## src/e2h_pkg.sv

```systemverilog
package e2h_pkg;

	localparam int unsigned RA_BITS = 24;
	localparam int unsigned DEC_BITS = 24;
	localparam int unsigned DAY_BITS = 16;
	localparam int unsigned TOD_BITS = 24;
	localparam int unsigned REG_BITS = 24;
	localparam int unsigned ALT_BITS = 24;
	localparam int unsigned AZ_BITS = 24;
	localparam int unsigned CHG_BITS = 25;

	localparam int unsigned IN_DATA_BITS = 88;
	localparam int unsigned OUT_DATA_BITS = 104;

	localparam logic [1:0] CFG_LATITUDE = 2'd0;
	localparam logic [1:0] CFG_LONGITUDE = 2'd1;
	localparam logic [1:0] CFG_ALT_LIMIT = 2'd2;

	localparam logic [31:0] QUARTER = 32'h4000_0000;
	localparam logic [31:0] EIGHTH = 32'h2000_0000;
	localparam logic [31:0] ONE_Q30 = 32'h4000_0000;
	localparam logic [31:0] PI_Q30 = 32'd3373259426;

	localparam logic [127:0] C0_WIDE = ((128'd10046 << 64) + 128'd18000) / 128'd36000;
	localparam logic [127:0] C1_WIDE = ((128'd985647 << 64) + 128'd180000000) / 128'd360000000;
	localparam logic [63:0] LST_C0 = C0_WIDE[63:0];
	localparam logic [63:0] LST_C1 = C1_WIDE[63:0];

	localparam int unsigned QUEUE_DEPTH = 2;

	typedef struct packed {
		logic [31:0] ha;
		logic [31:0] dec;
	} e2h_item_t;

	typedef struct packed {
		logic req;
		logic [31:0] angle;
	} e2h_sin_req_t;

	typedef struct packed {
		logic done;
		logic signed [31:0] value;
	} e2h_sin_rsp_t;

	typedef enum logic [2:0] {
		F_IDLE,
		F_MUL,
		F_LON,
		F_TOD,
		F_RA,
		F_PUSH
	} e2h_front_state_t;

	typedef enum logic [3:0] {
		SN_IDLE,
		SN_RAD,
		SN_RND,
		SN_SQ,
		SN_INIT,
		SN_TM,
		SN_RC,
		SN_RM,
		SN_FIX,
		SN_FIN
	} e2h_sine_state_t;

	typedef enum logic [4:0] {
		B_IDLE,
		B_SD,
		B_CD,
		B_SL,
		B_CL,
		B_CH,
		B_SH,
		B_P1,
		B_P2,
		B_P3,
		B_P4,
		B_P5,
		B_ASTEP,
		B_ASIN,
		B_AEND,
		B_CA,
		B_P6,
		B_P7,
		B_P8,
		B_DIVS,
		B_DIV,
		B_DEND,
		B_OUT
	} e2h_back_state_t;

	function automatic logic [7:0] series_div(input logic want_cos, input logic [2:0] k);
		logic [7:0] d;
		unique case ({want_cos, k})
			4'b0001: d = 8'd6;
			4'b0010: d = 8'd20;
			4'b0011: d = 8'd42;
			4'b0100: d = 8'd72;
			4'b0101: d = 8'd110;
			4'b0110: d = 8'd156;
			4'b0111: d = 8'd210;
			4'b1001: d = 8'd2;
			4'b1010: d = 8'd12;
			4'b1011: d = 8'd30;
			4'b1100: d = 8'd56;
			4'b1101: d = 8'd90;
			4'b1110: d = 8'd132;
			4'b1111: d = 8'd182;
			default: d = 8'd1;
		endcase
		return d;
	endfunction

	function automatic logic [31:0] series_rcp(input logic want_cos, input logic [2:0] k);
		logic [31:0] m;
		unique case ({want_cos, k})
			4'b0001: m = 32'd715827882;
			4'b0010: m = 32'd214748364;
			4'b0011: m = 32'd102261126;
			4'b0100: m = 32'd59652323;
			4'b0101: m = 32'd39045157;
			4'b0110: m = 32'd27531841;
			4'b0111: m = 32'd20452225;
			4'b1001: m = 32'd2147483648;
			4'b1010: m = 32'd357913941;
			4'b1011: m = 32'd143165576;
			4'b1100: m = 32'd76695844;
			4'b1101: m = 32'd47721858;
			4'b1110: m = 32'd32537631;
			4'b1111: m = 32'd23598721;
			default: m = 32'hFFFF_FFFF;
		endcase
		return m;
	endfunction

endpackage

```

## src/e2h_sine.sv

```systemverilog
module e2h_sine (
	input  logic                  clk,
	input  logic                  arst_n,
	input  e2h_pkg::e2h_sin_req_t req,
	output e2h_pkg::e2h_sin_rsp_t rsp
);

	e2h_pkg::e2h_sine_state_t state_q, state_d;

	logic [29:0] x_q;
	logic wc_q, neg_q;
	logic [63:0] prod_q;
	logic [31:0] rad_q, x2_q, t_q, p_q;
	logic signed [33:0] sum_q;
	logic [2:0] k_q;

	logic start;
	logic big;
	logic [30:0] fold;
	logic [31:0] mul_a, mul_b;
	logic [7:0] div_d;
	logic [31:0] q_est;
	logic [39:0] q_back;
	logic [32:0] rem;
	logic [31:0] q_fix;
	logic signed [33:0] clamp;

	assign start = (state_q == e2h_pkg::SN_IDLE) && req.req;
	assign big = ({2'b00, req.angle[29:0]} > e2h_pkg::EIGHTH);
	assign fold = big ? (31'(e2h_pkg::QUARTER) - {1'b0, req.angle[29:0]})
		: {1'b0, req.angle[29:0]};
	assign div_d = e2h_pkg::series_div(wc_q, k_q);
	assign q_est = prod_q[63:32];
	assign q_back = q_est * div_d;
	assign rem = {1'b0, p_q} - q_back[32:0];
	assign q_fix = (rem >= {25'd0, div_d}) ? q_est + 1'b1 : q_est;

	always_comb begin
		mul_a = t_q;
		mul_b = x2_q;
		unique case (state_q)
			e2h_pkg::SN_RAD: begin
				mul_a = {2'b00, x_q};
				mul_b = e2h_pkg::PI_Q30;
			end
			e2h_pkg::SN_SQ: begin
				mul_a = rad_q;
				mul_b = rad_q;
			end
			e2h_pkg::SN_RM: begin
				mul_a = p_q;
				mul_b = e2h_pkg::series_rcp(wc_q, k_q);
			end
			default: ;
		endcase
	end

	always_comb begin
		state_d = state_q;
		unique case (state_q)
			e2h_pkg::SN_IDLE: if (req.req) state_d = e2h_pkg::SN_RAD;
			e2h_pkg::SN_RAD: state_d = e2h_pkg::SN_RND;
			e2h_pkg::SN_RND: state_d = e2h_pkg::SN_SQ;
			e2h_pkg::SN_SQ: state_d = e2h_pkg::SN_INIT;
			e2h_pkg::SN_INIT: state_d = e2h_pkg::SN_TM;
			e2h_pkg::SN_TM: state_d = e2h_pkg::SN_RC;
			e2h_pkg::SN_RC: state_d = e2h_pkg::SN_RM;
			e2h_pkg::SN_RM: state_d = e2h_pkg::SN_FIX;
			e2h_pkg::SN_FIX: state_d = (k_q == 3'd7) ? e2h_pkg::SN_FIN : e2h_pkg::SN_TM;
			e2h_pkg::SN_FIN: state_d = e2h_pkg::SN_IDLE;
			default: state_d = e2h_pkg::SN_IDLE;
		endcase
	end

	always_comb begin
		if (sum_q < 0) clamp = '0;
		else if (sum_q > $signed({2'b00, e2h_pkg::ONE_Q30})) clamp = {2'b00, e2h_pkg::ONE_Q30};
		else clamp = sum_q;
		rsp.done = (state_q == e2h_pkg::SN_FIN);
		rsp.value = neg_q ? -clamp[31:0] : clamp[31:0];
	end

	always_ff @(posedge clk or negedge arst_n) begin
		if (!arst_n) begin
			state_q <= e2h_pkg::SN_IDLE;
		end else begin
			state_q <= state_d;
		end
	end

	always_ff @(posedge clk) begin
		if (start) begin
			x_q <= fold[29:0];
			wc_q <= req.angle[30] ^ big;
			neg_q <= req.angle[31];
		end
		unique case (state_q)
			e2h_pkg::SN_RAD, e2h_pkg::SN_SQ, e2h_pkg::SN_TM, e2h_pkg::SN_RM:
				prod_q <= mul_a * mul_b;
			e2h_pkg::SN_RND: rad_q <= 32'((prod_q + 64'h4000_0000) >> 31);
			e2h_pkg::SN_INIT: begin
				x2_q <= 32'((prod_q + 64'h2000_0000) >> 30);
				t_q <= wc_q ? e2h_pkg::ONE_Q30 : rad_q;
				sum_q <= wc_q ? {2'b00, e2h_pkg::ONE_Q30} : {2'b00, rad_q};
				k_q <= 3'd1;
			end
			e2h_pkg::SN_RC: p_q <= 32'((prod_q + 64'h2000_0000) >> 30);
			e2h_pkg::SN_FIX: begin
				t_q <= q_fix;
				sum_q <= k_q[0] ? sum_q - $signed({2'b00, q_fix}) : sum_q + $signed({2'b00, q_fix});
				k_q <= k_q + 1'b1;
			end
			default: ;
		endcase
	end

endmodule

```

## config.mk

```make
export PLATFORM = sky130hd
export DESIGN_NAME = e2h_sine
export DESIGN_NICKNAME = d
export VERILOG_FILES = /design/src/e2h_pkg.sv /design/src/e2h_sine.sv
export SDC_FILE = /design/constraint.sdc
export NUM_CORES = 2
export LEC_CHECK = 0
export BUFFER_PORTS_ARGS = -buffer_cell sky130_fd_sc_hd__clkbuf_2
export CAP_MARGIN = 15
export CORE_MARGIN = 8
export CORE_UTILIZATION = 55
export CTS_BUF_LIST = sky130_fd_sc_hd__clkbuf_16
export DETAILED_ROUTE_END_ITERATION = 10
export PLACE_DENSITY = 0.8
export SLEW_MARGIN = 10
export SYNTH_ARGS = -nofsm -noshare
export SYNTH_HDL_FRONTEND = slang
export SYNTH_SLANG_ARGS = --single-unit
```

## constraint.sdc

```tcl
create_clock -name clk -period 12.7 [get_ports clk]
set_input_delay 1.27 -clock clk [delete_from_list [all_inputs] [get_ports clk]]
set_output_delay 1.27 -clock clk [all_outputs]
set_load 0.05 [all_outputs]
```

==> summary.md <==
The run finished with clean final reports. The sequential cells in the finished layout cover a total of 0.00707 mm^2. The vias per cell was 6.02.

After floorplanning, the core was divided into 115 placement rows. sky130_fd_sc_hd__fa_1 takes more of the synthesized area than any other cell. The die covers 0.109 mm^2.

The tightest min-delay check is of the input port to async pin type. Final clock skew: 0.0161 ns. STA classifies the critical path startpoint as a flip-flop.

The half-perimeter wire length of the detailed placement result is 137000 um, and the total met2 wirelength after detailed routing is 75100 um. In the synthesized netlist, the number of instances is 6072. The largest single stage delay on the critical path is 0.77 ns. Post-detailed-placement cell area: 0.0561 mm^2.

The tools report the count of nets after finishing as 7498. The leading cell type in the layout, fill and taps excluded was sky130_fd_sc_hd__nand2_1. The run gives 84 as the count of unique library cells instantiated by Yosys. The critical path data arrival time was 12.64 ns; the time the worst path needs with I/O delays and setup was 12.32 ns.

The critical path is of the flip-flop to flip-flop type. The routability-driven placement congestion ratio was 1.02; the average instance area after synthesis was 8.90 um^2. Summing all multi-input logic gate instances after layout gives 0.0416 mm^2. The detailed-route wire length per cell is 23.1 um. The worst path buffer plus inverter count came out at 5.

The endpoint type of the worst setup path is a flip-flop. Detailed routing inserted a total of 44.1k vias. For the latest clock arrival within the worst-skew pair, the log shows 0.58 ns. After filler insertion, the fill cell instance count of the layout stands at 8239.

Data on the critical path is required at its endpoint by 13.02 ns. Clock-pin slew was measured on the worst setup and hold paths at 0.06 ns. The tools report the total number of yosys warnings as 0.

After synthesis, the cell types taking the most area are sky130_fd_sc_hd__fa_1 40%, sky130_fd_sc_hd__edfxtp_1 13%, sky130_fd_sc_hd__ha_1 8.5%. The largest delay contributor family on the critical path was adder cells. When the netlist entered floorplanning its net count stood at 7559. For the pin with the worst max-slew slack, the measured transition is 1.28 ns.

After global routing the overflow that remains totals 0. For the number of hold violations in the final report, the log shows 0. The highest-delay cell along the critical path is sky130_fd_sc_hd__nand2_1. After routing the design area is 0.0571 mm^2. The tools report the total wirelength of the detailed-routed design as 169000 um. The number of flops mapped to enable cells by yosys came out at 232.

Fraction of registers with async set or reset after synthesis: 0.0169. The flip-flop and latch count after synthesis works out to 236. The met1 routed wirelength after detailed routing was 58700 um; the post-synthesis instance area was 0.0540 mm^2. Once detail routing completed, the nets flagged for antenna violations numbered 0. Derived from the worst setup path, the maximum achievable clock frequency is 0.0812 GHz.

The fraction of the cycle the final worst path needs came out at 0.970. The fraction of post-synthesis cell area in the top cell type by area works out to 0.403. The tools report the detailed route wirelength on metal3 as 23000 um. For the final count of negative-setup-slack endpoints, the log shows 0.

The area growth from synthesis to layout is 5.61%. The overall routing resource usage was 0.312; the clock buffer count from CTS was 27. The first global-routing pass estimated 260000 um of wire.

Leaving out fill and tap cells, the most frequent cells in the layout are 1200 x sky130_fd_sc_hd__nand2_1, 1194 x sky130_fd_sc_hd__inv_1, 1087 x sky130_fd_sc_hd__fa_1. The logs give 5 for the number of antenna violations at the first check in global routing and 0.0848 ns for the post-place setup slack. TritonCTS built the clock tree. The number of slew-limit violations in the final report is 0, and the layout cell share with drive strength beyond 1 is 0.0535. 68 I/O pins were placed.

Commonest register cell after synthesis: sky130_fd_sc_hd__edfxtp_1. In this run the vertical extent of the chip is 329 um. The post-route DRC violation count was 0; the total number of H-tree levels was 1.

The number of port buffers is 67. After detailed routing, no signal wire sits above met5. Of all nets on the critical path, the largest fanout is 15.

The starting density of the core is 0.552, and the standard cell core area is 0.0978 mm^2. Setup slack on the critical path of the routed design comes to 0.378 ns. The tools report the cell at the root of the clock tree as sky130_fd_sc_hd__clkbuf_16.

The clock net in this run drives a total of 236 sinks. The max-capacitance violation count was 0; the detailed router's first-iteration violation count was 5011. The worst-case headroom to the max-slew limit is 0.145. The cell repeated most along the worst path was sky130_fd_sc_hd__fa_1.

Sequential element share of the synthesized area: 0.131. The logs give 45.7k for the number of global-route vias before repair and 3 for the maximum clock insertion buffer count. From left edge to right edge, the die measures 329 um.

The tools report the detailed-routing iteration count for the pre-antenna-repair pass as 6. Entering global routing, the biggest net connects 64 pins.
## flip-flops by register name, indices dropped and copies added (netlist names)
signal / flops
x_q: 30
neg_q: 1
rad_q: 32
x2_q: 32
wc_q: 1
p_q: 32
state_q: 4
t_q: 32
sum_q: 34
k_q: 3
prod_q: 35
## worst register-to-register path: cells and delay by family (launching register included)
kind	cells	cell delay, ns
flip-flops	1	0.55
adder cells (fa/ha/maj)	9	4.03
AO/OA/AOI/OAI	13	3.74
buffers and inverters	5	0.69
XOR/XNOR	1	0.13
AND/OR/NAND/NOR	10	2.93
## synthesized netlist by cell type (all sizes together), types with 5 or more instances
cell     count
a31oi       31
or2         10
o41ai       12
nor4        11
nand2b      43
a211oi      14
xor2        96
nand3       85
or3         11
ha         365
nor2b       80
a222oi       6
a21o        41
nand2     1200
buf         17
and2       120
a22oi       10
nor3        63
a2111oi      6
nand4       55
nand3b       8
edfxtp     232
o22ai        5
and3        40
fa        1087
xnor2      163
clkbuf     294
o21a        23
o21ai      155
inv       1189
o2111ai      5
nor2       334
o21bai       6
o211ai      11
o31ai       22
nor3b        6
or4          9
a21oi      109
a221oi      10
mux2i        5
and4        24
## worst paths after layout
check	start	to	slack [ns]	cells after the start
worst max-delay path	state_q[3]	prod_q[61]	0.38	38
worst min-delay path	arst_n	state_q[0]	0.50	1
worst max register to register	state_q[3]	prod_q[61]	0.38	38
max in group asynchronous	arst_n	state_q[1]	12.07	1
worst min register to register	rad_q[8]	t_q[8]	0.65	2
min in group clk	rad_q[8]	t_q[8]	0.65	2
## routing by layer
layer	vias up	global-route usage
met5	-	0
met4	2	0.176
met1	21900	0.387
met3	699	0.0958
li1	18500	-
met2	2989	0.484
## cells by family (layout without fill, tap and decap cells)
family,after synthesis,in the layout,share of synthesized area
muxes,7,7,0.00134
DFF,236,236,0.131
and+or+nand+nor,2108,2108,0.173
other,0,6,0
adders and majority gates,1452,1452,0.487
buffers and inverters,1502,1462,0.105
AOI/OAI and AO/OA,507,507,0.0602
xor gates and xnor gates,260,260,0.0425
## per-stage QoR
step                TNS (ns)  cells   util  hold slack (ns)
floorplan                  0   6072      -            0.523
global placement           0   7257  0.573            0.585
detailed placement         0   7257  0.573            0.628
CTS                        0   7307  0.581            0.496
global route         -0.0166   7319  0.583            0.507
finish                     0   7325  0.583            0.501
## cell type report
class	count	area share
antenna	6	0.000263
clock buffer	27	0.0118
tap	1287	0.0282
multi-input combinational	4334	0.728
clock inverter	23	0.00215
timing repair buffer	221	0.0268
inverter	1191	0.0784
sequential	236	0.124
## what timing repair did
item                                    4_1_cts  5_1_grt
setup buffers                                 0       12
resized for setup                             0       13
endpoints found under the setup margin        0       10
hold buffers                                  0        0
Power is left out: the tool's default activity adds up to more than one toggle a clock period on the data nets, which glitch-free logic cannot reach.
