File: src/e2h_pkg.sv
package e2h_pkg;

	localparam int unsigned RA_BITS = 24;
	localparam int unsigned DEC_BITS = 24;
	localparam int unsigned DAY_BITS = 16;
	localparam int unsigned TOD_BITS = 24;
	localparam int unsigned REG_BITS = 24;
	localparam int unsigned ALT_BITS = 24;
	localparam int unsigned AZ_BITS = 24;
	localparam int unsigned CHG_BITS = 25;

	localparam int unsigned IN_DATA_BITS = 88;
	localparam int unsigned OUT_DATA_BITS = 104;

	localparam logic [1:0] CFG_LATITUDE = 2'd0;
	localparam logic [1:0] CFG_LONGITUDE = 2'd1;
	localparam logic [1:0] CFG_ALT_LIMIT = 2'd2;

	localparam logic [31:0] QUARTER = 32'h4000_0000;
	localparam logic [31:0] EIGHTH = 32'h2000_0000;
	localparam logic [31:0] ONE_Q30 = 32'h4000_0000;
	localparam logic [31:0] PI_Q30 = 32'd3373259426;

	localparam logic [127:0] C0_WIDE = ((128'd10046 << 64) + 128'd18000) / 128'd36000;
	localparam logic [127:0] C1_WIDE = ((128'd985647 << 64) + 128'd180000000) / 128'd360000000;
	localparam logic [63:0] LST_C0 = C0_WIDE[63:0];
	localparam logic [63:0] LST_C1 = C1_WIDE[63:0];

	localparam int unsigned QUEUE_DEPTH = 2;

	typedef struct packed {
		logic [31:0] ha;
		logic [31:0] dec;
	} e2h_item_t;

	typedef struct packed {
		logic req;
		logic [31:0] angle;
	} e2h_sin_req_t;

	typedef struct packed {
		logic done;
		logic signed [31:0] value;
	} e2h_sin_rsp_t;

	typedef enum logic [2:0] {
		F_IDLE,
		F_MUL,
		F_LON,
		F_TOD,
		F_RA,
		F_PUSH
	} e2h_front_state_t;

	typedef enum logic [3:0] {
		SN_IDLE,
		SN_RAD,
		SN_RND,
		SN_SQ,
		SN_INIT,
		SN_TM,
		SN_RC,
		SN_RM,
		SN_FIX,
		SN_FIN
	} e2h_sine_state_t;

	typedef enum logic [4:0] {
		B_IDLE,
		B_SD,
		B_CD,
		B_SL,
		B_CL,
		B_CH,
		B_SH,
		B_P1,
		B_P2,
		B_P3,
		B_P4,
		B_P5,
		B_ASTEP,
		B_ASIN,
		B_AEND,
		B_CA,
		B_P6,
		B_P7,
		B_P8,
		B_DIVS,
		B_DIV,
		B_DEND,
		B_OUT
	} e2h_back_state_t;

	function automatic logic [7:0] series_div(input logic want_cos, input logic [2:0] k);
		logic [7:0] d;
		unique case ({want_cos, k})
			4'b0001: d = 8'd6;
			4'b0010: d = 8'd20;
			4'b0011: d = 8'd42;
			4'b0100: d = 8'd72;
			4'b0101: d = 8'd110;
			4'b0110: d = 8'd156;
			4'b0111: d = 8'd210;
			4'b1001: d = 8'd2;
			4'b1010: d = 8'd12;
			4'b1011: d = 8'd30;
			4'b1100: d = 8'd56;
			4'b1101: d = 8'd90;
			4'b1110: d = 8'd132;
			4'b1111: d = 8'd182;
			default: d = 8'd1;
		endcase
		return d;
	endfunction

	function automatic logic [31:0] series_rcp(input logic want_cos, input logic [2:0] k);
		logic [31:0] m;
		unique case ({want_cos, k})
			4'b0001: m = 32'd715827882;
			4'b0010: m = 32'd214748364;
			4'b0011: m = 32'd102261126;
			4'b0100: m = 32'd59652323;
			4'b0101: m = 32'd39045157;
			4'b0110: m = 32'd27531841;
			4'b0111: m = 32'd20452225;
			4'b1001: m = 32'd2147483648;
			4'b1010: m = 32'd357913941;
			4'b1011: m = 32'd143165576;
			4'b1100: m = 32'd76695844;
			4'b1101: m = 32'd47721858;
			4'b1110: m = 32'd32537631;
			4'b1111: m = 32'd23598721;
			default: m = 32'hFFFF_FFFF;
		endcase
		return m;
	endfunction

endpackage

File: src/e2h_queue.sv
module e2h_queue (
	input  logic               clk,
	input  logic               arst_n,
	input  logic               in_valid,
	output logic               in_ready,
	input  e2h_pkg::e2h_item_t in_item,
	output logic               out_valid,
	input  logic               out_ready,
	output e2h_pkg::e2h_item_t out_item
);

	localparam int PTR_BITS = $clog2(e2h_pkg::QUEUE_DEPTH);
	localparam int CNT_BITS = $clog2(e2h_pkg::QUEUE_DEPTH + 1);

	e2h_pkg::e2h_item_t mem_q [e2h_pkg::QUEUE_DEPTH];
	logic [PTR_BITS-1:0] wptr_q, rptr_q;
	logic [CNT_BITS-1:0] cnt_q;
	logic push, pop;

	assign in_ready = (cnt_q != CNT_BITS'(e2h_pkg::QUEUE_DEPTH));
	assign out_valid = (cnt_q != '0);
	assign out_item = mem_q[rptr_q];
	assign push = in_valid && in_ready;
	assign pop = out_valid && out_ready;

	always_ff @(posedge clk or negedge arst_n) begin
		if (!arst_n) begin
			wptr_q <= '0;
			rptr_q <= '0;
			cnt_q <= '0;
		end else begin
			if (push) wptr_q <= wptr_q + 1'b1;
			if (pop) rptr_q <= rptr_q + 1'b1;
			if (push && !pop) cnt_q <= cnt_q + 1'b1;
			else if (pop && !push) cnt_q <= cnt_q - 1'b1;
		end
	end

	always_ff @(posedge clk) begin
		if (push) mem_q[wptr_q] <= in_item;
	end

endmodule

File: config.mk
export PLATFORM = sky130hd
export DESIGN_NAME = e2h_queue
export DESIGN_NICKNAME = d
export VERILOG_FILES = /design/src/e2h_pkg.sv /design/src/e2h_queue.sv
export SDC_FILE = /design/constraint.sdc
export NUM_CORES = 1
export LEC_CHECK = 0
export BUFFER_PORTS_ARGS = -buffer_cell sky130_fd_sc_hd__clkbuf_2
export CAP_MARGIN = 15
export CORE_ASPECT_RATIO = 0.6
export CORE_MARGIN = 5
export CORE_UTILIZATION = 40
export CTS_BUF_LIST = sky130_fd_sc_hd__clkbuf_8
export DETAILED_ROUTE_END_ITERATION = 6
export SYNTH_ARGS = -nofsm -noshare
export SYNTH_HDL_FRONTEND = slang
export SYNTH_SLANG_ARGS = --single-unit
File: constraint.sdc
create_clock -name clk -period 4.5 [get_ports clk]
set_clock_uncertainty 0.15 [all_clocks]
set_input_delay 0.675 -clock clk [delete_from_list [all_inputs] [get_ports clk]]
set_output_delay 0.675 -clock clk [all_outputs]
set_load 0.02 [all_outputs]
==> results by group, run 1 <==
Setup path
  – WP depth: 3
  – Top delay family on crit path: flip-flops
  – Worst Path Required: 3670 ps
  – Crit path arrival time: 2210 ps
  – Worst R2R Path Depth: 3
  – Crit path kind: flop to output pin
  – Crit path buf inv count: 2
  – CP Max Fanout: 42
  – Critical Path Start Type: flop
  – Slowest stage delay, CP: 900 ps
  – Worst path slowest cell: dfrtp_4
  – Critical Path End Type: output pin
  – Crit path cell chain: buf_4, mux2_4, clkbuf_2

Synthesis
  – Mapped Avg Cell Area: 23.1 µm²
  – Share of the synthesized area in the top cell type: 76.6%
  – Post-synth top area cell: edfxtp_1
  – Register area share after synthesis: 78.6%
  – Dominant cells by area after synthesis: edfxtp_1, mux2_4, mux2_2
  – Synthesized flop and latch total: 132
  – Warnings, synthesis: 0
  – Library cells used by synthesis: 15
  – Syn nets: 286
  – Synth Instances: 217
  – Netlist Area Pre-Place: 5020 µm²

Power and ir drop
  – PwrDens: 686 nW/µm²
  – Pleak: 0.00254 µW
  – Overall Power: 4320 µW
  – Max VDD drop: 0.000303 V

Routing
  – Vias: 2427
  – Met3 wire len: 967 µm
  – Wirelength per Cell: 16.8 µm
  – Vias/cell: 4.45
  – Routed length on met2: 3.80 mm
  – Drt total wl: 9.17 mm
  – # DRC: 0
  – Antenna-violating nets left: 0
  – Metal-1 WL: 4.29 mm
  – 1st-iter DRT viols: 103
  – Uppermost layer routed: met4
  – TritonRoute pass-1 iters: 4

Flow run
  – Max-Cap Viols: 0

Clock tree
  – Num CTS Buffers: 17
  – Skew-Pair Late Insertion Delay: 410 ps
  – CTS Root Cell: clkbuf_8
  – CTS tree: built
  – Clock tree sinks: 132
  – Reg clk slew, reported paths: 70 ps
  – CTS HTree Levels: 4
  – Clk buf depth: 2
  – CTS resizes: 0

Timing
  – Setup Viol. Count Final: 0
  – Final cycle utilization of the critical path: 67.5%
  – Hold Fails Final Rpt: 0
  – Min Tclk post-route: 3040 ps
  – Slew of the pin with the lowest slew margin: 1080 ps
  – Slew Limit Fails: 0
  – Final setup TNS: 0 ps
  – Final WS setup: 1460 ps
  – RSZ-0062 raised after global routing: no
  – Slew headroom: 27.9%
  – Fmax: 329 MHz

Worst hold path
  – Worst Hold Class: input pin to flop
  – Hold Path Cell Cnt: 1

Place
  – Port Buffer Count: 133
  – DP Wirelength: 6.24 mm
  – Placed cell areas: 5870 µm²
  – Final GP Congestion: 0.735
  – Dpl ws: 1870 ps

Finish
  – Final nets: 437
  – Area grow syn2layout: 25.5%
  – Layout cells sized above 1: 61.6%
  – Filler cells: 1007
  – Multi-input logic area: 1010 µm²
  – Finished Cell Area: 6300 µm²
  – Post-layout util: 51.7%
  – Reg area: 3950 µm²
  – N_diodes: 0

Global routing
  – Gr ovfl total: 0
  – Vias in the first global route: 2623
  – Initial antenna violation count: 0
  – Largest net degree at the start of global routing: 65
  – Overall routing resource usage: 12.4%
  – First-pass GRT wire length: 14.0 mm

Die
  – Die X: 155 µm
  – Die area: 15000 µm²
  – Initial core utilization: 41.2%
  – Die Span Y: 96.8 µm
  – # IOs: 134
  – Core area: 12200 µm²
  – Row cnt: 31

Status
  – Outcome: complete, no violations
[stage by stage]
stage	instances	hold slack, ps
after detailed placement	513	323
after CTS	545	265
final	545	297
after global routing	545	258
after global placement	513	321
after floorplan	217	229
[final timing paths]
check,start,to,slack (ps)
worst max-delay path,rptr_q,out_item[57],1460
worst min-delay path,in_item[1],mem_q[1][1],300
worst max register to register,cnt_q[0],mem_q[1][62],2180
worst min register to register,cnt_q[1],cnt_q[1],330
max in group asynchronous,arst_n,rptr_q,3620
min in group asynchronous,arst_n,cnt_q[1],450
[logic make-up (layout without fill, tap and decap cells)]
kind of cell | count (synthesis) | in the layout | share of synthesized area [%]
muxes | 64 | 64 | 18.1
and+or+nand+nor | 7 | 7 | 0.673
buffers and inverters | 8 | 171 | 1.52
xor gates and xnor gates | 5 | 5 | 0.873
adders and majority gates | 1 | 1 | 0.249
DFF | 132 | 132 | 78.6
[layout by cell type, fill, tap and decap left out, types with 3 or more instances in the layout]
master | Yosys | routed
edfxtp_1 | 128 | 128
xnor2_1 | 3 | 3
mux2_4 | 50 | 50
clkinv_4 | 0 | 4
buf_4 | 0 | 5
bufinv_16 | 0 | 4
clkbuf_2 | 0 | 133
dfrtp_1 | 4 | 3
clkbuf_8 | 0 | 17
mux2_2 | 14 | 14
[registers in the layout (all words and copies together), names as in the netlist]
name    count
cnt_q       2
wptr_q      1
mem_q     128
rptr_q      1
[metal layers]
layer	track usage (%)	vias up
met4	5.50	0
li1	-	1159
met3	5.75	13
met5	0	-
met2	16.9	107
met1	17.0	1148
[cell usage after synthesis]
cell / instances
edfxtp_1: 128
mux2_4: 50
mux2_2: 14
buf_6: 6
dfrtp_1: 4
xnor2_1: 3
nand2_1: 2
nor2_1: 2
xor2_1: 2
and3_1: 1
buf_2: 1
ha_1: 1
inv_1: 1
nand2b_1: 1
or2_1: 1
[layout make-up]
type                    count  area share (%)
inverters                   1          0.0596
multi-input cells          77            16.0
repair buffers            139            11.3
well taps                 165            3.28
clock inverters            14            2.98
flip-flops and latches    132            62.7
clock buffers              17            3.71
[power by group]
group	total, µW	internal (µW)	leakage, µW	switching [µW]
Sequential	1850	1690	0.00123	166
Clock	1030	598	0.000206	436
Combinational	1430	644	0.00110	788
Total	4320	2930	0.00254	1390
[timing repair]
item / 4_1_cts / 5_1_grt
endpoints found under the hold margin: 4 / 0
setup buffers: 0 / 0
hold buffers: 1 / 0
(Power assumes the default switching activity.)
==> run 2, diff against run 1 <==
--- a/config.mk
+++ b/config.mk
@@ -5,6 +5,7 @@
 export SDC_FILE = /design/constraint.sdc
 export NUM_CORES = 1
 export LEC_CHECK = 0
+export ABC_AREA = 1
 export BUFFER_PORTS_ARGS = -buffer_cell sky130_fd_sc_hd__clkbuf_2
 export CAP_MARGIN = 15
 export CORE_ASPECT_RATIO = 0.6
@@ -12,6 +13,7 @@
 export CORE_UTILIZATION = 40
 export CTS_BUF_LIST = sky130_fd_sc_hd__clkbuf_8
 export DETAILED_ROUTE_END_ITERATION = 6
+export PLACE_DENSITY = 0.66
 export SYNTH_ARGS = -nofsm -noshare
 export SYNTH_HDL_FRONTEND = slang
 export SYNTH_SLANG_ARGS = --single-unit
==> constraint.sdc (replaced) <==
create_clock -name clk -period 2.5 [get_ports clk]
set_clock_uncertainty 0.15 [all_clocks]
set_input_delay 0.375 -clock clk [delete_from_list [all_inputs] [get_ports clk]]
set_output_delay 0.375 -clock clk [all_outputs]
set_load 0.02 [all_outputs]
==> results by group, run 2 <==
Routing
  – # DRC: 0 (unchanged)
  – Vias: 3338 (+38%)
  – Drt total wl: 10.9 mm (+19%)
  – Wirelength per Cell: 14.5 µm (-14%)
  – Vias/cell: 4.44 (-0.19%)
  – Antenna-violating nets left: 0 (unchanged)
  – TritonRoute pass-1 iters: 4 (unchanged)
  – 1st-iter DRT viols: 153 (+49%)

Timing
  – Final cycle utilization of the critical path: 87.1%
  – Slew of the pin with the lowest slew margin: 551 ps (-531 ps)
  – WHS: 57.3 ps (-239 ps)
  – Final WS setup: 323 ps (-1140 ps)
  – Fmax: 459 MHz
  – Hold Fails Final Rpt: 0 (unchanged)
  – Slew headroom: 63.3% (+35 points)
  – Slew Limit Fails: 0 (unchanged)
  – RSZ-0062 raised after global routing: no
  – Setup Viol. Count Final: 0 (unchanged)
  – Min Tclk post-route: 2180 ps

Power and ir drop
  – PwrDens: 1160 nW/µm² (+70%)
  – Max VDD drop: 0.000737 V (+140%)
  – Pleak: 0.00297 µW (+17%)

Synthesis
  – Register area share after synthesis: 80.9% (+2.4 points)
  – Top FF cell, synth: edfxtp_1
  – Post-synth ARST share: 3.03% (unchanged)
  – Largest family of logic cells by synthesized area: simple AND/OR/NAND/NOR gates
  – Library cells used by synthesis: 13 (-2)
  – Post-Synth Adder-Cell Area: 0.257% (+0.0075 points)
  – Synth Area in Simple Gates: 16.1% (+15 points)
  – Synth Instances: 363 (+67%)
  – Synthesized flop and latch total: 132 (unchanged)
  – Warnings, synthesis: 0 (unchanged)
  – Synth Area in XOR/XNOR: 0.360% (-0.51 points)
  – Mapped Avg Cell Area: 13.4 µm² (-42%)
  – Mux contribution to synthesized area: 0% (-18 points)
  – EDFF count, synth: 128 (unchanged)
  – Netlist Area Pre-Place: 4870 µm² (-2.9%)
  – Post-synth top area cell: edfxtp_1
  – Top post-synthesis cells by count: nand2_1, edfxtp_1, buf_4, buf_2, inv_1
  – Syn nets: 432 (+51%)
  – Dominant cells by area after synthesis: edfxtp_1, nand2_1, dfrtp_1
  – Compound-Gate Fraction of Synth Area: 0% (unchanged)
  – Most frequent cell after synthesis: nand2_1
  – Share of the synthesized area in the top cell type: 78.9% (+2.3 points)

Finish
  – N_diodes: 0 (unchanged)
  – Most common cell after layout, fill and taps aside: nand2_1
  – Largest register by flop count: mem_q
  – Area grow syn2layout: 39.8%
  – Layout cells sized above 1: 29.7% (-32 points)
  – Final nets: 642 (+47%)
  – Post-layout util: 56.8% (+5.1 points)
  – Top flop regs: mem_q x128, cnt_q x2
  – Finished Cell Area: 6810 µm² (+8.1%)
  – Filler cells: 959 (-4.8%)
  – Commonest non-fill, non-tap cells in the layout: nand2_1, clkbuf_2, edfxtp_1
  – Max reg flops: 128 (unchanged)

Status
  – Outcome: complete, no violations

Clock tree
  – Reg clk slew, reported paths: 70 ps (about the same)
  – CTS HTree Levels: 4 (unchanged)
  – Skew-Pair Late Insertion Delay: 420 ps (about the same)
  – CTS Root Cell: clkbuf_8
  – Clk buf depth: 2 (unchanged)
  – CTS tree: built
  – Clock tree sinks: 132 (unchanged)
  – Num CTS Buffers: 17 (unchanged)

Global routing
  – M1 GR Usage: 19.3% (+2.3 points)
  – GR peak layer: met2
  – Vias in the first global route: 3525 (+34%)
  – Overall routing resource usage: 15.8% (+3.4 points)
  – First-pass GRT wire length: 17.7 mm (+26%)
  – Initial antenna violation count: 0 (unchanged)
  – Gr ovfl total: 0 (unchanged)
  – Largest net degree at the start of global routing: 65 (unchanged)
  – Met2 GRT Util: 26.6% (+9.7 points)
  – Met3 usage: 5.90% (+0.14 points)

Setup path
  – Worst Path Required: 1980 ps (-1690 ps)
  – CP Max Fanout: 34 (-19%)
  – Crit path arrival time: 1650 ps (-560 ps)
  – Critical Path Start Type: flop
  – Crit path kind: flop to output pin
  – Critical Path End Type: output pin
  – Worst R2R Path Depth: 5 (+2)

Die
  – Die X: 152 µm (-1.4%)
  – Core area: 12000 µm² (-1.6%)
  – Initial core utilization: 40.7% (-0.55 points)
  – Row cnt: 31 (unchanged)
  – Die Span Y: 95.5 µm (-1.3%)
  – Die area: 14600 µm² (-2.7%)
  – # IOs: 134 (unchanged)

Worst hold path
  – Hold Path Cell Cnt: 3 (+2)
  – Worst Hold Class: input pin to flop

Place
  – Placed cell areas: 5740 µm² (-2.3%)
  – DP Wirelength: 6.50 mm (+4.0%)
  – Final GP Congestion: 0.732 (-0.46%)
  – Dpl ws: 634 ps (-1230 ps)
  – Port Buffer Count: 133 (unchanged)

Flow run
  – Max-Cap Viols: 0 (unchanged)
## run 2: stage by stage
step	TNS, ps	instances	total power (µW)
after global placement	0	654	5970
after floorplan	-67030	363	5030
after CTS	0	751	8000
after detailed placement	0	654	6020
after global routing	0	751	8410
final	0	751	7910
## run 2: logic make-up after synthesis
logic type               Yosys count
AND/OR/NAND/NOR                  207
XOR/XNOR                           2
adder cells (fa/ha/maj)            1
buffers and inverters             21
flip-flops                       132
## run 2: area by class of cell
cell class                      instances  area [µm²]  share of cell area [%]
Clock buffer                           17         234                    3.44
Clock inverter                         15         189                    2.77
Inverter                                7        26.3                   0.386
Multi-Input combinational cell        210         827                    12.1
Sequential cell                       132        3950                    57.9
Tap cell                              165         206                    3.03
Timing Repair Buffer                  205        1380                    20.3
## run 2: final timing paths
kind	to	startpoint	slack, ps
setup / recovery	out_item[33]	rptr_q	320
hold / removal	rptr_q	out_ready	60
setup reg to reg	mem_q[1][16]	cnt_q[0]	650
hold reg to reg	cnt_q[1]	cnt_q[1]	370
max in group asynchronous	rptr_q	arst_n	1890
min in group asynchronous	wptr_q	arst_n	150
## run 2: routing by layer
layer,vias up,part of all wire [%]
met5,-,0
met1,1563,46
met4,0,1.4
met2,118,46
li1,1638,-
met3,19,6.3
## run 2: critical path: stages, from the launching register on
cell and delay, ps:
dfrtp_2 420, inv_2 60, buf_4 340, nand2_1 100
nand2_1 120, clkbuf_2 190
## run 2: what timing repair did
| item | 4_1_cts | 5_1_grt |
|---|---|---|
| buffers inserted | 0 | 0 |
| hold endpoints to repair | 132 | 0 |
| gates resized for setup | 0 | 0 |
| hold buffers | 65 | 0 |
## run 2: power breakdown
part,internal [µW],switching (µW),total [µW]
clock network,1080,816,1890
logic,822,2050,2870
registers,3020,126,3150
total,4920,2990,7910
