$ cat src/e2h_pkg.sv
package e2h_pkg;

	localparam int unsigned RA_BITS = 24;
	localparam int unsigned DEC_BITS = 24;
	localparam int unsigned DAY_BITS = 16;
	localparam int unsigned TOD_BITS = 24;
	localparam int unsigned REG_BITS = 24;
	localparam int unsigned ALT_BITS = 24;
	localparam int unsigned AZ_BITS = 24;
	localparam int unsigned CHG_BITS = 25;

	localparam int unsigned IN_DATA_BITS = 88;
	localparam int unsigned OUT_DATA_BITS = 104;

	localparam logic [1:0] CFG_LATITUDE = 2'd0;
	localparam logic [1:0] CFG_LONGITUDE = 2'd1;
	localparam logic [1:0] CFG_ALT_LIMIT = 2'd2;

	localparam logic [31:0] QUARTER = 32'h4000_0000;
	localparam logic [31:0] EIGHTH = 32'h2000_0000;
	localparam logic [31:0] ONE_Q30 = 32'h4000_0000;
	localparam logic [31:0] PI_Q30 = 32'd3373259426;

	localparam logic [127:0] C0_WIDE = ((128'd10046 << 64) + 128'd18000) / 128'd36000;
	localparam logic [127:0] C1_WIDE = ((128'd985647 << 64) + 128'd180000000) / 128'd360000000;
	localparam logic [63:0] LST_C0 = C0_WIDE[63:0];
	localparam logic [63:0] LST_C1 = C1_WIDE[63:0];

	localparam int unsigned QUEUE_DEPTH = 2;

	typedef struct packed {
		logic [31:0] ha;
		logic [31:0] dec;
	} e2h_item_t;

	typedef struct packed {
		logic req;
		logic [31:0] angle;
	} e2h_sin_req_t;

	typedef struct packed {
		logic done;
		logic signed [31:0] value;
	} e2h_sin_rsp_t;

	typedef enum logic [2:0] {
		F_IDLE,
		F_MUL,
		F_LON,
		F_TOD,
		F_RA,
		F_PUSH
	} e2h_front_state_t;

	typedef enum logic [3:0] {
		SN_IDLE,
		SN_RAD,
		SN_RND,
		SN_SQ,
		SN_INIT,
		SN_TM,
		SN_RC,
		SN_RM,
		SN_FIX,
		SN_FIN
	} e2h_sine_state_t;

	typedef enum logic [4:0] {
		B_IDLE,
		B_SD,
		B_CD,
		B_SL,
		B_CL,
		B_CH,
		B_SH,
		B_P1,
		B_P2,
		B_P3,
		B_P4,
		B_P5,
		B_ASTEP,
		B_ASIN,
		B_AEND,
		B_CA,
		B_P6,
		B_P7,
		B_P8,
		B_DIVS,
		B_DIV,
		B_DEND,
		B_OUT
	} e2h_back_state_t;

	function automatic logic [7:0] series_div(input logic want_cos, input logic [2:0] k);
		logic [7:0] d;
		unique case ({want_cos, k})
			4'b0001: d = 8'd6;
			4'b0010: d = 8'd20;
			4'b0011: d = 8'd42;
			4'b0100: d = 8'd72;
			4'b0101: d = 8'd110;
			4'b0110: d = 8'd156;
			4'b0111: d = 8'd210;
			4'b1001: d = 8'd2;
			4'b1010: d = 8'd12;
			4'b1011: d = 8'd30;
			4'b1100: d = 8'd56;
			4'b1101: d = 8'd90;
			4'b1110: d = 8'd132;
			4'b1111: d = 8'd182;
			default: d = 8'd1;
		endcase
		return d;
	endfunction

	function automatic logic [31:0] series_rcp(input logic want_cos, input logic [2:0] k);
		logic [31:0] m;
		unique case ({want_cos, k})
			4'b0001: m = 32'd715827882;
			4'b0010: m = 32'd214748364;
			4'b0011: m = 32'd102261126;
			4'b0100: m = 32'd59652323;
			4'b0101: m = 32'd39045157;
			4'b0110: m = 32'd27531841;
			4'b0111: m = 32'd20452225;
			4'b1001: m = 32'd2147483648;
			4'b1010: m = 32'd357913941;
			4'b1011: m = 32'd143165576;
			4'b1100: m = 32'd76695844;
			4'b1101: m = 32'd47721858;
			4'b1110: m = 32'd32537631;
			4'b1111: m = 32'd23598721;
			default: m = 32'hFFFF_FFFF;
		endcase
		return m;
	endfunction

endpackage

$ cat src/e2h_front.sv
module e2h_front #(
	parameter int ANGLE_BITS = 24
) (
	input  logic                                 clk,
	input  logic                                 arst_n,
	input  logic                                 in_valid,
	output logic                                 in_ready,
	input  logic [e2h_pkg::RA_BITS-1:0]          right_ascension,
	input  logic signed [e2h_pkg::DEC_BITS-1:0]  declination,
	input  logic [e2h_pkg::DAY_BITS-1:0]         day_count,
	input  logic [e2h_pkg::TOD_BITS-1:0]         time_of_day,
	input  logic signed [e2h_pkg::REG_BITS-1:0]  longitude,
	output logic                                 out_valid,
	input  logic                                 out_ready,
	output e2h_pkg::e2h_item_t                   out_item
);

	localparam int LST_SHIFT = 64 - ANGLE_BITS;
	localparam int Q32_SHIFT = 32 - ANGLE_BITS;
	localparam int CNT_BITS = $clog2(e2h_pkg::DAY_BITS);

	e2h_pkg::e2h_front_state_t state_q, state_d;

	logic [e2h_pkg::RA_BITS-1:0] ra_q;
	logic [31:0] dec_q;
	logic [e2h_pkg::DAY_BITS-1:0] day_q;
	logic [e2h_pkg::TOD_BITS-1:0] tod_q;
	logic [63:0] acc_q;
	logic [63:0] c1_q;
	logic [CNT_BITS-1:0] cnt_q;

	logic accept;
	logic [63:0] lon_term;
	logic [63:0] ra_term;
	logic [31:0] dec_ext;

	assign accept = in_valid && in_ready;
	assign lon_term = {{(64-e2h_pkg::REG_BITS){longitude[e2h_pkg::REG_BITS-1]}}, longitude}
		<< LST_SHIFT;
	assign ra_term = {{(64-e2h_pkg::RA_BITS){1'b0}}, ra_q} << LST_SHIFT;
	assign dec_ext = {{(32-e2h_pkg::DEC_BITS){declination[e2h_pkg::DEC_BITS-1]}}, declination}
		<< Q32_SHIFT;

	always_comb begin
		state_d = state_q;
		unique case (state_q)
			e2h_pkg::F_IDLE: if (accept) state_d = e2h_pkg::F_MUL;
			e2h_pkg::F_MUL: if (cnt_q == CNT_BITS'(e2h_pkg::DAY_BITS - 1)) state_d = e2h_pkg::F_LON;
			e2h_pkg::F_LON: state_d = e2h_pkg::F_TOD;
			e2h_pkg::F_TOD: state_d = e2h_pkg::F_RA;
			e2h_pkg::F_RA: state_d = e2h_pkg::F_PUSH;
			e2h_pkg::F_PUSH: if (out_ready) state_d = e2h_pkg::F_IDLE;
			default: state_d = e2h_pkg::F_IDLE;
		endcase
	end

	always_comb begin
		in_ready = (state_q == e2h_pkg::F_IDLE);
		out_valid = (state_q == e2h_pkg::F_PUSH);
		out_item.ha = acc_q[63:32];
		out_item.dec = dec_q;
	end

	always_ff @(posedge clk or negedge arst_n) begin
		if (!arst_n) begin
			state_q <= e2h_pkg::F_IDLE;
		end else begin
			state_q <= state_d;
		end
	end

	always_ff @(posedge clk) begin
		unique case (state_q)
			e2h_pkg::F_IDLE: begin
				if (accept) begin
					ra_q <= right_ascension;
					dec_q <= dec_ext;
					day_q <= day_count;
					tod_q <= time_of_day;
					acc_q <= e2h_pkg::LST_C0;
					c1_q <= e2h_pkg::LST_C1;
					cnt_q <= '0;
				end
			end
			e2h_pkg::F_MUL: begin
				if (day_q[0]) acc_q <= acc_q + c1_q;
				c1_q <= c1_q << 1;
				day_q <= day_q >> 1;
				cnt_q <= cnt_q + 1'b1;
			end
			e2h_pkg::F_LON: acc_q <= acc_q + lon_term;
			e2h_pkg::F_TOD: acc_q <= acc_q + {tod_q, 40'd0};
			e2h_pkg::F_RA: acc_q <= acc_q - ra_term;
			default: ;
		endcase
	end

endmodule

$ cat config.mk
export PLATFORM = sky130hd
export DESIGN_NAME = e2h_front
export DESIGN_NICKNAME = d
export VERILOG_FILES = /design/src/e2h_pkg.sv /design/src/e2h_front.sv
export SDC_FILE = /design/constraint.sdc
export NUM_CORES = 1
export LEC_CHECK = 0
export BUFFER_PORTS_ARGS = -buffer_cell sky130_fd_sc_hd__buf_2
export CAP_MARGIN = 10
export CORE_UTILIZATION = 26
export CTS_BUF_LIST = sky130_fd_sc_hd__clkbuf_16
export CTS_CLUSTER_DIAMETER = 60
export CTS_CLUSTER_SIZE = 28
export DETAILED_ROUTE_END_ITERATION = 7
export GPL_ROUTABILITY_DRIVEN = 0
export SYNTH_ARGS = -nofsm -noshare
export SYNTH_HDL_FRONTEND = slang
export SYNTH_SLANG_ARGS = --single-unit
$ cat constraint.sdc
create_clock -name clk -period 10.9 [get_ports clk]
set_input_delay 0.545 -clock clk [delete_from_list [all_inputs] [get_ports clk]]
set_output_delay 0.545 -clock clk [all_outputs]
set_load 0.01 [all_outputs]
==> impl_metrics.json, run 1 <==
{
  "wl_met2_um": 15800,
  "finClkSkew_ns": 0.0257,
  "setup_violations": 0,
  "synth_edf_count": 218,
  "power.density_nw_per_um2": 382,
  "avgSynthCellArea_um2": 10.4,
  "grt_pass1_wl_um": 54700,
  "postCtsSetupBuffers": 0,
  "max_freq_ghz": 0.188,
  "critPathLaunch": "state_q[2]",
  "r2r-start": "state_q[2]",
  "die_y_um": 233,
  "initial_core_util": 0.263,
  "antenna_found_initial": 1,
  "dp_hpwl_um": 25800,
  "fp.dieArea_um2": 54300,
  "drc": 0,
  "yosysSeqAreaShare": 0.477,
  "hp-class": "in2reg",
  "period_minus_slack_ns": 5.32,
  "worstPathArrival_ns": 5.58,
  "status": "finished, final reports clean",
  "clk_path_buf_depth": 3,
  "tns_ns": 0,
  "syn_area_um2": 13900,
  "syn_inst": 1329,
  "layout_commonest_cell": "edfxtp_1",
  "rsz0062_at_grt": "false",
  "worst-slew-pin-transition_ns": 1.03,
  "synthArstFlopShare": 0.0136,
  "core-area_um2": 52700,
  "vias_per_cell": 4.81,
  "ys_warn_count": 0,
  "holdWs_ns": 0.161,
  "highest_layer": "met4",
  "synth_flop_cell": "edfxtp_1",
  "drive_gt1_frac": 0.169,
  "cts_tree": "done",
  "drt_first_pass_iters": 5,
  "hold_viol_final": 0,
  "wl_met3_um": 1850,
  "area_growth_pct": 15.5,
  "ctsHoldBuffers": 1,
  "root_buffer": "clkbuf_16",
  "grt_pass1_vias": 10200,
  "maxSlewHeadroom": 0.314,
  "min_period_over_period": 0.488,
  "nets": 1659,
  "cp_max_fo": 28,
  "portBuffers": 173,
  "synth_seq_cells": 221,
  "cp-end-kind": "flop",
  "antenna_left": 0,
  "vdd_drop_max_uv": 202,
  "rows": 84,
  "synth.distinct_cells": 86,
  "htreeDepth": 1,
  "grt_overflow": 0,
  "cap_violations": 0,
  "cts_sinks": 221,
  "ios": 182,
  "cts_resized": 0,
  "vias": 10400,
  "cts_inserted_buffers": 22,
  "grt_use_total": 0.125,
  "first_iter_violations": 649,
  "drt_wl_total_um": 34500,
  "clk_latency_ns": 0.55,
  "min_from": "declination[9]",
  "slew_violations": 0,
  "nFillCells": 5423,
  "die_w_um": 233,
  "final_cell_mix": "edfxtp_1, buf_2, nand2_1",
  "avgRoutedWirePerCell_um": 16.0,
  "grt_start_max_net_pins": 90,
  "critPathKind": "reg2reg",
  "cts.clk_slew.worst_paths_ns": 0.10,
  "met1_length_um": 15900,
  "cellLeakagePower_nw": 6.30,
  "crit_path_start_kind": "flop",
  "required_ns": 11.16
}
## flip-flops by register name, summed over array words and instances, names as in the netlist
signal / flops
acc_q: 63
c1_q: 63
dec_q: 24
ra_q: 24
tod_q: 24
day_q: 16
cnt_q: 4
state_q: 3
## power by group
| group | leakage, nW | internal [mW] | switching (mW) |
|---|---|---|---|
| clock network | 0.385 | 0.438 | 0.396 |
| logic | 3.75 | 1.39 | 2.12 |
| registers | 2.17 | 1.56 | 0.217 |
| total | 6.30 | 3.39 | 2.74 |
## final cells by class
type | count | area, µm² | share of cell area
Clock inverter | 15 | 218 | 0.0136
Timing Repair Buffer | 180 | 921 | 0.0575
Clock buffer | 23 | 576 | 0.0359
Inverter | 33 | 124 | 0.00774
Tap cell | 688 | 861 | 0.0538
Sequential cell | 221 | 6620 | 0.414
Antenna cell | 1 | 2.50 | 0.000156
Multi-Input combinational cell | 995 | 6690 | 0.418
## Yosys cell counts (27+ instances only)
| cell | count | area share |
|---|---|---|
| a21o_1 | 37 | 0.020 |
| a21oi_1 | 102 | 0.037 |
| and2_1 | 43 | 0.019 |
| buf_4 | 40 | 0.022 |
| clkbuf_1 | 40 | 0.011 |
| edfxtp_1 | 218 | 0.47 |
| ha_1 | 88 | 0.079 |
| inv_1 | 32 | 0.0087 |
| nand2_1 | 120 | 0.032 |
| nand2b_1 | 45 | 0.020 |
| nor2_1 | 96 | 0.026 |
| nor3_1 | 27 | 0.0097 |
| o21ai_0 | 65 | 0.023 |
| xnor2_1 | 63 | 0.040 |
| xor2_1 | 58 | 0.037 |
## stage by stage
stage	setup WS (ns)	utilization	instance area [µm²]	power, mW	instances
after global routing	5.24	0.304	16000	6.62	2156
final	5.58	0.304	16000	6.12	2156
after floorplan	6.52	-	13900	4.45	1336
after detailed placement	5.61	0.289	15200	5.27	2116
after global placement	5.77	0.289	15200	5.21	2116
after CTS	5.60	0.304	16000	6.14	2155
## worst max-delay path, cell delays in order (launching register included)
cell and delay (ns):
dfrtp_1 0.46, inv_1 0.19, nor3_4 0.84, nor2_1 0.46, and2_0 0.28, a221o_1 0.31
inv_1 0.07, ha_1 0.21, nor2b_1 0.12, o21ai_0 0.21, a21boi_1 0.15, o311ai_2 0.37
o2111ai_1 0.21, a31o_2 0.28, a21o_1 0.22, a41o_1 0.25, a21oi_1 0.17, xnor2_1 0.14
o22ai_1 0.09
## cells by family (layout without fill, tap and decap cells)
family          Yosys count  after routing  synth area share
other cells               1              9          0.000270
xor+xnor                121            121            0.0764
mux                       3              3           0.00226
buf+inv                 120            251            0.0435
flops                   221            221             0.477
fa+ha+maj                90             90            0.0823
simple gates            433            433             0.158
compound gates          340            340             0.160
## routing by layer
metal,track usage,vias to the layer above
li1,-,5108
met1,0.170,4923
met2,0.202,297
met3,0.0199,49
met4,0.0398,0
met5,0,-
## final timing paths
path	endpoint	slack [ns]	cells after the start
max	acc_q[63]	5.58	18
min	dec_q[17]	0.16	1
max reg2reg	acc_q[63]	5.58	18
min reg2reg	day_q[6]	0.50	2
max in group asynchronous	state_q[2]	10.43	2
min in group asynchronous	state_q[1]	0.36	2
Note: power is estimated with default switching activity, not from simulation.
==> run 2: changes to the inputs <==
ABC_AREA = 1   (was default)
clock period = 5.3 ns   (was 10.9 ns; I/O delays follow)
==> impl_metrics.json, run 2 <==
{
  "portBuffers": 173,
  "synthTopCellsByCount": "nand2_1, inv_1, nor2_1",
  "layout_commonest_cell": "nand2_1",
  "synth_edf_count": 218,
  "reg.largest.list": "acc_q x63, c1_q x63",
  "root_buffer": "clkbuf_16",
  "cts_sinks": 221,
  "dp_slack_ns": 1.65,
  "holdWs_ns": 0.0267,
  "setup_violations": 0,
  "syn_area_um2": 16300,
  "combPwrFrac": 0.628,
  "rsz0062_at_grt": "false",
  "grt_pass1_vias": 14200,
  "fp.dieArea_um2": 63600,
  "dp_hpwl_um": 40400,
  "antenna_cells": 0,
  "vdd_drop_max_uv": 287,
  "hp-class": "in2reg",
  "status": "finished, final reports clean",
  "tns_ns": 0,
  "vias": 15200,
  "slowest_stage": "dfrtp_1",
  "synth_flop_cell": "edfxtp_1",
  "finClkSkew_ns": 0.0181,
  "critPathLaunch": "state_q[2]",
  "syn_inst": 2174,
  "first_iter_violations": 1278,
  "avgSynthCellArea_um2": 7.49,
  "power.density_nw_per_um2": 738,
  "drive_gt1_frac": 0.149,
  "grt_start_max_net_pins": 69,
  "synth_area_leaders": "edfxtp_1, nand2_1, inv_1",
  "grt_use_total": 0.157,
  "initial_core_util": 0.263,
  "dpl_cell_area_um2": 17900,
  "synth_seq_cells": 221,
  "antenna_left": 0,
  "antenna_found_initial": 0,
  "crit_path_start_kind": "flop",
  "drt_first_pass_iters": 6,
  "setup_slack_ns": 1.62,
  "yosysMostFrequentCell": "nand2_1",
  "drc": 0,
  "period_minus_slack_ns": 3.68,
  "grt_pass1_wl_um": 78600,
  "clk_latency_ns": 0.58,
  "cp-end-kind": "flop",
  "required_ns": 5.64,
  "core-area_um2": 61800,
  "maxSlewHeadroom": 0.296,
  "slew_violations": 0,
  "cap_violations": 0,
  "cp_max_fo": 23,
  "synth.distinct_cells": 55,
  "worst-slew-pin-transition_ns": 1.05,
  "ys_warn_count": 0,
  "fin_area_um2": 19700,
  "ios": 182,
  "die_y_um": 252,
  "fin_cells": 3266,
  "min_period_over_period": 0.693,
  "yosysSeqAreaShare": 0.407,
  "cts_tree": "done",
  "final_cell_mix": "nand2_1, inv_1, nor2_1",
  "drt_wl_total_um": 51400,
  "postCtsSetupBuffers": 0,
  "rows": 91,
  "path_common_cell": "nand2_1",
  "sw_frac_of_total": 0.530,
  "cts_inserted_buffers": 24,
  "die_w_um": 252,
  "p_sw_mw": 7.69,
  "avgRoutedWirePerCell_um": 15.7,
  "cellLeakagePower_nw": 8.73,
  "vias_per_cell": 4.65,
  "sequentialPowerShare": 0.246,
  "grt_overflow": 0,
  "area_growth_pct": 20.8,
  "clkPwrFrac": 0.126,
  "critPathKind": "reg2reg",
  "worstPathCellList": "inv_2 > nand2_2 > nor2_4 > inv_4 > nand2_4 > inv_2 > a221oi_1 > ha_1 > a21oi_1 > nand2_1 > inv_1 > nor2_1 > nor2_1 > o21ai_2 > a21oi_1 > nand2_1 > nand3_1 > nand2_1",
  "worstPathArrival_ns": 4.01,
  "htreeDepth": 1,
  "clk_path_buf_depth": 3,
  "critPathMaxStageDelay_ns": 0.40,
  "internal_power_mw": 6.83,
  "r2r-start": "state_q[2]",
  "netlist.area_leader.share": 0.402,
  "hold_viol_final": 0,
  "max_freq_ghz": 0.272,
  "cts.clk_slew.worst_paths_ns": 0.08,
  "dp_cells": 3133,
  "synth_area_leader_cell": "edfxtp_1",
  "min_from": "out_ready",
  "synthArstFlopShare": 0.0136,
  "nets": 2617
}
==> run 2: critical path, delay by kind of cell, from the launching register on <==
kind / cells / cell delay [ns]
fa+ha+maj: 1 / 0.35
flops: 1 / 0.40
buf+inv: 4 / 0.57
simple gates: 9 / 1.23
compound gates: 4 / 0.89
==> run 2: what timing repair did <==
| action | CTS | global route |
|---|---|---|
| hold buffers | 89 | 0 |
| resized for setup | 0 | 0 |
| endpoints found under the hold margin | 91 | 0 |
| endpoints found under the setup margin | 0 | 0 |
==> run 2: power by group through the flow <==
| stage | Combinational [mW] | Sequential (mW) | Clock [mW] |
|---|---|---|---|
| 2_1_floorplan | 6.51 | 3.49 | 0 |
| 3_3_place_gp | 8.89 | 3.60 | 0 |
| 3_5_place_dp | 8.95 | 3.62 | 0 |
| 4_1_cts | 9.05 | 3.58 | 1.87 |
| 5_1_grt | 10.2 | 3.65 | 1.93 |
| 6_report | 9.12 | 3.57 | 1.83 |
==> run 2: final timing paths <==
check	endpoint	slack, ns	cells after the start
min reg2reg	day_q[7]	0.52	2
max reg2reg	acc_q[61]	1.62	18
max	acc_q[61]	1.62	18
min	state_q[2]	0.03	4
max in group asynchronous	state_q[0]	5.15	2
min in group asynchronous	state_q[2]	0.04	2
==> run 2: through the flow <==
step / total power, mW / utilization
final: 14.5 / 0.318
after global routing: 15.8 / 0.318
after floorplan: 10.0 / -
after CTS: 14.5 / 0.318
after detailed placement: 12.6 / 0.289
after global placement: 12.5 / 0.289
==> run 2: routing by layer <==
layer,GRT usage,wire length [µm]
met2,0.257,23800
met4,0.0400,1090
met5,0,0
met3,0.0236,3390
met1,0.215,23100
==> run 2: final cells by class <==
| class | instances | area, µm² |
|---|---|---|
| fill | 6616 | 42200 |
| multi-input combinational | 1565 | 8060 |
| sequential | 221 | 6620 |
| timing repair buffer | 270 | 1820 |
| inverter | 329 | 1240 |
| tap | 837 | 1050 |
| clock buffer | 24 | 601 |
| clock inverter | 20 | 277 |
==> run 2: kinds of logic after synthesis <==
group,count (synthesis),share of synthesized area
simple gates,1110,0.298
buf+inv,395,0.102
compound gates,345,0.116
flops,221,0.407
fa+ha+maj,90,0.0701
xor+xnor,12,0.00646
other cells,1,0.000230
